===== config.mk =====
export PLATFORM = sky130hd
export DESIGN_NAME = pidl_cell
export DESIGN_NICKNAME = d
export VERILOG_FILES = /design/src/rtl/positional_insert_delete_list_top_macros.svh /design/src/rtl/pidl_pkg.sv /design/src/rtl/pidl_cell.sv
export SDC_FILE = /design/constraint.sdc
export NUM_CORES = 1
export LEC_CHECK = 0
export ABC_AREA = 1
export BUFFER_PORTS_ARGS = -buffer_cell sky130_fd_sc_hd__buf_2
export CAP_MARGIN = 20
export CORE_ASPECT_RATIO = 0.75
export CORE_MARGIN = 4
export CORE_UTILIZATION = 33
export DETAILED_ROUTE_END_ITERATION = 8
export PLACE_DENSITY = 0.77
export SLEW_MARGIN = 10
export SYNTH_ARGS = -nofsm -noshare
export SYNTH_HDL_FRONTEND = slang
export SYNTH_SLANG_ARGS = --single-unit

===== constraint.sdc =====
create_clock -name clk_i -period 3.8 [get_ports clk_i]
set_input_delay 0.57 -clock clk_i [delete_from_list [all_inputs] [get_ports clk_i]]
set_output_delay 0.57 -clock clk_i [all_outputs]
set_load 0.02 [all_outputs]

===== src/rtl/positional_insert_delete_list_top_macros.svh =====
// Assertion macros shared by the positional list RTL.
// Used by positional_insert_delete_list_top.sv; no other dependencies.
`ifndef POSITIONAL_INSERT_DELETE_LIST_TOP_MACROS_SVH
`define POSITIONAL_INSERT_DELETE_LIST_TOP_MACROS_SVH

// Same-cycle implication, checked on every rising edge outside reset.
`define PIDL_ASSERT_NOW(lbl, ante, cons, msg) \
  lbl: assert property (@(posedge clk_i) disable iff (!rst_ni) (ante) |-> (cons)) \
    else $error(msg);

// Next-cycle implication, checked on every rising edge outside reset.
`define PIDL_ASSERT_NEXT(lbl, ante, cons, msg) \
  lbl: assert property (@(posedge clk_i) disable iff (!rst_ni) (ante) |=> (cons)) \
    else $error(msg);

`endif


===== src/rtl/pidl_pkg.sv =====
// Shared types and codes for the positional list block.
// No dependencies; imported by pidl_cell and the top level.
`default_nettype none

package pidl_pkg;

  localparam int unsigned POS_W   = 7;
  localparam int unsigned VALUE_W = 32;
  localparam int unsigned LEN_W   = 8;

  localparam logic [1:0] KIND_INSERT = 2'd0;
  localparam logic [1:0] KIND_APPEND = 2'd1;
  localparam logic [1:0] KIND_ERASE  = 2'd2;
  localparam logic [1:0] KIND_READ   = 2'd3;

  localparam logic [1:0] ST_OK    = 2'd0;
  localparam logic [1:0] ST_FULL  = 2'd1;
  localparam logic [1:0] ST_RANGE = 2'd2;

  // Command broadcast to every cell of the row.
  typedef struct packed {
    logic insert_en;
    logic erase_en;
    logic read_en;
  } pidl_cmd_t;

endpackage

`default_nettype wire


===== src/rtl/pidl_cell.sv =====
// One list entry of the cell row: holds a word and shifts with its neighbors.
// Depends on pidl_pkg for the command struct.
`default_nettype none

module pidl_cell import pidl_pkg::*; #(
  parameter int unsigned DATA_WIDTH = 32,
  parameter int unsigned IW         = 8,
  parameter int unsigned INDEX      = 0
) (
  input  wire logic                  clk_i,
  input  wire pidl_cmd_t             cmd_i,
  input  wire logic [IW-1:0]         pos_i,
  input  wire logic [DATA_WIDTH-1:0] word_i,
  input  wire logic [DATA_WIDTH-1:0] left_i,
  input  wire logic [DATA_WIDTH-1:0] right_i,
  output logic      [DATA_WIDTH-1:0] data_o,
  output logic      [DATA_WIDTH-1:0] rd_o
);

  localparam logic [IW-1:0] Idx = IW'(INDEX);

  logic [DATA_WIDTH-1:0] data_q, data_d;

  // Insert pulls from the lower neighbor above the position; erase pulls
  // from the upper neighbor at and above it.
  always_comb begin
    data_d = data_q;
    if (cmd_i.insert_en) begin
      if (Idx > pos_i) begin
        data_d = left_i;
      end else if (Idx == pos_i) begin
        data_d = word_i;
      end
    end else if (cmd_i.erase_en && (Idx >= pos_i)) begin
      data_d = right_i;
    end
  end

  always_ff @(posedge clk_i) begin
    data_q <= data_d;
  end

  assign data_o = data_q;
  assign rd_o   = (cmd_i.read_en && (Idx == pos_i)) ? data_q : '0;

endmodule

`default_nettype wire


==> results.toml, run 1 <==
[clocking]
post_cts_buffers = 0
ctsHoldBuffers = 0
cts_resized = 0
cts_tree = "built"
cts_inserted_buffers = 5
cts_max_path_buffers = 2
cts.sinks = 32
cts-root-buf = "clkbuf_8"
clkTransAtPathRegs_ps = 60
htreeDepth = 2

[route]
drtIter0Drc = 22
ant_nets = 0
wl_met2_mm = 2.155
drc_errors = 0
highest_layer = "met4"
vias = 1495
met1_length_mm = 1.642
dr_wl_met3_um = 503
drt-total-wl_mm = 4.324
viasPerCell = 4.153
drt-wirelength-per-cell_um = 12.01
dr.pass1.iters = 4

[synth]
synth_top_cell_area_share_pct = 54.43
synth_fp_nets = 253
synth_seq_cells = 32
synth_common_cells = "32 x edfxtp_1, 32 x inv_1, 32 x mux2_2"
seq_area_frac_synth_pct = 54.43
synth_edf_count = 32
avgSynthCellArea_sq_um = 12.18
netlist_area_sq_um = 1765
yosysWarnings = 0
synth-async-reset-ratio_pct = 0
ys_types = 11
synthTopCellsByArea = "edfxtp_1 54%, mux2_2 20%, nor2_2 9.6%"
synth_top_area_cell = "edfxtp_1"
synthFlopType = "edfxtp_1"
synth_cells = 145

[global_routing]
grt_max_degree = 33
antenna_found_initial = 0
grt.total_usage_pct = 12.99
grt_overflow_total = 0
grt_pass1_wl_mm = 6.748
grt_pass1_vias = 1487

[sta]
hold_viol = 0
setup_viol = 0
setup_slack_ps = 1254
maxSlewHeadroom_pct = 32.65
rsz0062_at_grt = "false"
fmax_mhz = 392.7
finalSetupTns_ps = 0
finalMaxSlewViolations = 0
worst_slew_pin_slew_ps = 1007
post-route-min-period_ps = 2546
finalCritPeriodShare_pct = 67.01

[layout]
finalNonFillerCells = 360
largest_register_ffs = 32
finish.utilization_pct = 51.34
area_delta_synth_final_pct = 46.49
drive_above_1_share_pct = 73.26
fin_nets = 395
diodes = 0

[worst_setup_path]
crit_top_cell = "nor2_1"
max_stage_delay_ps = 550
worstPathMaxFanout = 32
start_kind = "input pin"
crit_slowest_cell = "nand2_2"
path_buf_inv = 2
cpLargestDelayFamily = "simple AND/OR/NAND/NOR gates"
cp_num_cells = 7
crit_chain = "buf_2, nor2_1, nand2_1, nor2_1, nand2_2, nor2_1, buf_2"
cp-end-kind = "output port"
worst-setup-path-type = "input pin to output port"
required_ps = 3230
startpoint = "pos_i[6]"
crit_arrival_ps = 1980

[placed_design]
dp_cells = 352
place.gp.congestion = 0.7767
io_buffers = 139
post-place-ws_ps = 1215
hpwl_mm = 3.541

[run]
drv_cap = 0

[power]
finalPower_mw = 0.7116
cellPowerDensity_nw_per_um2 = 275.1
peakVddDrop_uv = 155.7
power_leakage_nw = 1.317

[floorplanning]
start_util_pct = 35.05
core_sq_um = 5037
die_area_sq_um = 6596
die_h_um = 71.35
ios = 172
die_x_um = 92.46
num_rows = 22

[worst_hold_path]
hold_depth = 2
hp-class = "input pin to flip-flop"
hp-start = "right_i[28]"

[status]
status = "finished clean"
[logic make-up after synthesis]
| group | Yosys count | synth area share (%) |
|---|---|---|
| AND/OR/NAND/NOR | 42 | 14.25 |
| buffers and inverters | 39 | 10.91 |
| multiplexers | 32 | 20.41 |
| flip-flops | 32 | 54.43 |
[final timing paths]
path | slack, ps | to
hold / removal | 600 | data_o[28]$_DFFE_PP_
setup / recovery | 1250 | rd_o[0]
[metrics by stage]
stage	hold WS (ps)	cell area, sq um
final	595.0	2586
after global routing	579.0	2586
after CTS	581.4	2586
after detailed placement	874.8	2506
after global placement	870.4	2506
after floorplan	789.8	1765
[layer usage]
layer | vias up | GRT usage, %
met3 | 2 | 5.561
li1 | 746 | -
met2 | 78 | 23.15
met5 | - | 0
met1 | 669 | 14.07
met4 | 0 | 3.954
[report_power, final]
| part | switching (mW) | internal, mW | leakage (nW) |
|---|---|---|---|
| clock network | 0.111 | 0.127 | 0.0399 |
| logic | 0.0274 | 0.0529 | 0.989 |
| registers | 0.000454 | 0.392 | 0.288 |
[placed cells by master (no fill, tap or decap), drive strengths merged]
master  count
clkbuf      7
mux2       32
buf       142
inv        32
edfxtp     32
clkinv      1
nor3        1
nand2       3
nor2       38
[layout make-up]
cell class              count  area, sq um
fillers                   488         2451
flip-flops and latches     32        960.9
repair buffers            142        718.2
multi-input cells          74        616.8
inverters                  32        120.1
well taps                  72        90.09
clock buffers               7        76.32
clock inverters             1        3.754
(Power assumes the default switching activity.)
==> inputs of run 2 (changes only) <==
--- a/config.mk
+++ b/config.mk
@@ -10,9 +10,9 @@
 export CAP_MARGIN = 20
 export CORE_ASPECT_RATIO = 0.75
 export CORE_MARGIN = 4
-export CORE_UTILIZATION = 33
+export CORE_UTILIZATION = 36
 export DETAILED_ROUTE_END_ITERATION = 8
-export PLACE_DENSITY = 0.77
+export PLACE_DENSITY = 0.8
 export SLEW_MARGIN = 10
 export SYNTH_ARGS = -nofsm -noshare
 export SYNTH_HDL_FRONTEND = slang
==> constraint.sdc (replaced) <==
create_clock -name clk_i -period 2.6 [get_ports clk_i]
set_input_delay 0.39 -clock clk_i [delete_from_list [all_inputs] [get_ports clk_i]]
set_output_delay 0.39 -clock clk_i [all_outputs]
set_load 0.02 [all_outputs]
==> results.toml, run 2 (synthesis results as in run 1) <==
[worst_setup_path]
start_kind = "input pin"
crit_arrival_ps = 1400
worst-setup-path-type = "input pin to output port"
required_ps = 2210
cp-end-kind = "output port"
worstPathMaxFanout = 17

[floorplanning]
die_x_um = 88.86
num_rows = 21
die_h_um = 68.65
die_area_sq_um = 6100
ios = 172
start_util_pct = 38.39
core_sq_um = 4598

[power]
clockPowerShare_pct = 33.6
power_frac_seq_pct = 55.1
power_leakage_nw = 1.323
peakVddDrop_uv = 301.3
p_comb_share_pct = 11.3
internal_power_mw = 0.8365
swShare_pct = 19.75
p_sw_mw = 0.2059
cellPowerDensity_nw_per_um2 = 403.8

[clocking]
ctsHoldBuffers = 0
cts_max_path_buffers = 2
clkTransAtPathRegs_ps = 60
cts_resized = 0
cts_tree = "built"
post_cts_buffers = 0
cts-root-buf = "clkbuf_8"
cts.sinks = 32
htreeDepth = 2
cts_inserted_buffers = 5

[global_routing]
grt_pass1_vias = 1428
grt_util_met2_pct = 26.30
met1_usage_pct = 12.86
grt.total_usage_pct = 13.41
antenna_found_initial = 0
top_usage_layer = "met2"
grt_pass1_wl_mm = 6.085
grt_use_met3_pct = 4.751
grt_overflow_total = 0
grt_max_degree = 33

[route]
ant_nets = 0
drtIter0Drc = 41
drt-wirelength-per-cell_um = 12.45
drt-total-wl_mm = 4.309
dr.pass1.iters = 4
viasPerCell = 4.295
vias = 1486
drc_errors = 0

[worst_hold_path]
hp-class = "input pin to flip-flop"

[layout]
fin_nets = 396
mostFrequentLayoutCells = "139 x buf_2, 32 x mux2_2, 32 x inv_1, 32 x edfxtp_1, 27 x nor2_2"
largest_register_ffs = 32
multi_input_area_sq_um = 623.1
diodes = 0
finish.utilization_pct = 56.14
regArea_sq_um = 960.9
layout_commonest_cell = "buf_2"
area_delta_synth_final_pct = 46.21
finalNonFillerCells = 346
drive_above_1_share_pct = 73.36
fillers = 424

[sta]
maxSlewHeadroom_pct = 71.87
worst_slew_pin_slew_ps = 422.0
finalCritPeriodShare_pct = 68.94
fmax_mhz = 557.9
finalMaxSlewViolations = 0
rsz0062_at_grt = "false"
hold_viol = 0
finalSetupTns_ps = 0
setup_viol = 0
setup_slack_ps = 807.5
hold_ws_ps = 414.0
post-route-min-period_ps = 1793

[placed_design]
post-place-ws_ps = 797.5
dp_cells = 338
hpwl_mm = 3.506
io_buffers = 139
place.gp.congestion = 0.7078

[status]
status = "finished clean"

[run]
drv_cap = 0
-- run 2: power by group through the flow --
stage / clock, mW / combinational (mW) / sequential [mW]
global route: 0.389 / 0.129 / 0.574
CTS: 0.369 / 0.121 / 0.574
finish: 0.351 / 0.118 / 0.574
floorplan: 0 / 0.0583 / 0.587
global placement: 0 / 0.114 / 0.585
detailed placement: 0 / 0.120 / 0.585
-- run 2: layout make-up --
type | count | share of cell area, %
flip-flops and latches | 32 | 37.23
repair buffers | 143 | 28.11
clock buffers | 7 | 2.957
inverters | 32 | 4.653
clock inverters | 1 | 0.1454
multi-input cells | 74 | 24.14
well taps | 57 | 2.763
-- run 2: path summary, 6_finish.rpt --
path	from	slack, ps	endpoint	depth (start not counted)
worst max-delay path	pos_i[6]	810	rd_o[0]	8
worst min-delay path	right_i[21]	410	data_o[21]$_DFFE_PP_	2
-- run 2: metrics by stage --
step / power, mW / area, sq um
after global routing: 1.092 / 2581
final: 1.042 / 2581
after floorplan: 0.6452 / 1770
after CTS: 1.063 / 2581
after detailed placement: 0.7050 / 2501
after global placement: 0.6988 / 2501
-- run 2: critical path, cell delays in order --
cell     delay (ps)
buf_2           100
nor2_1          100
nand2_1         110
nor2_1          140
nand2_2          60
buf_4           220
nor2_1          110
buf_2           170
-- run 2: routing by layer --
| metal | up-vias | wire length (um) |
|---|---|---|
| li1 | 747 | - |
| met1 | 659 | 1561 |
| met2 | 78 | 2213 |
| met3 | 2 | 508 |
| met4 | 0 | 24 |
| met5 | - | 0 |
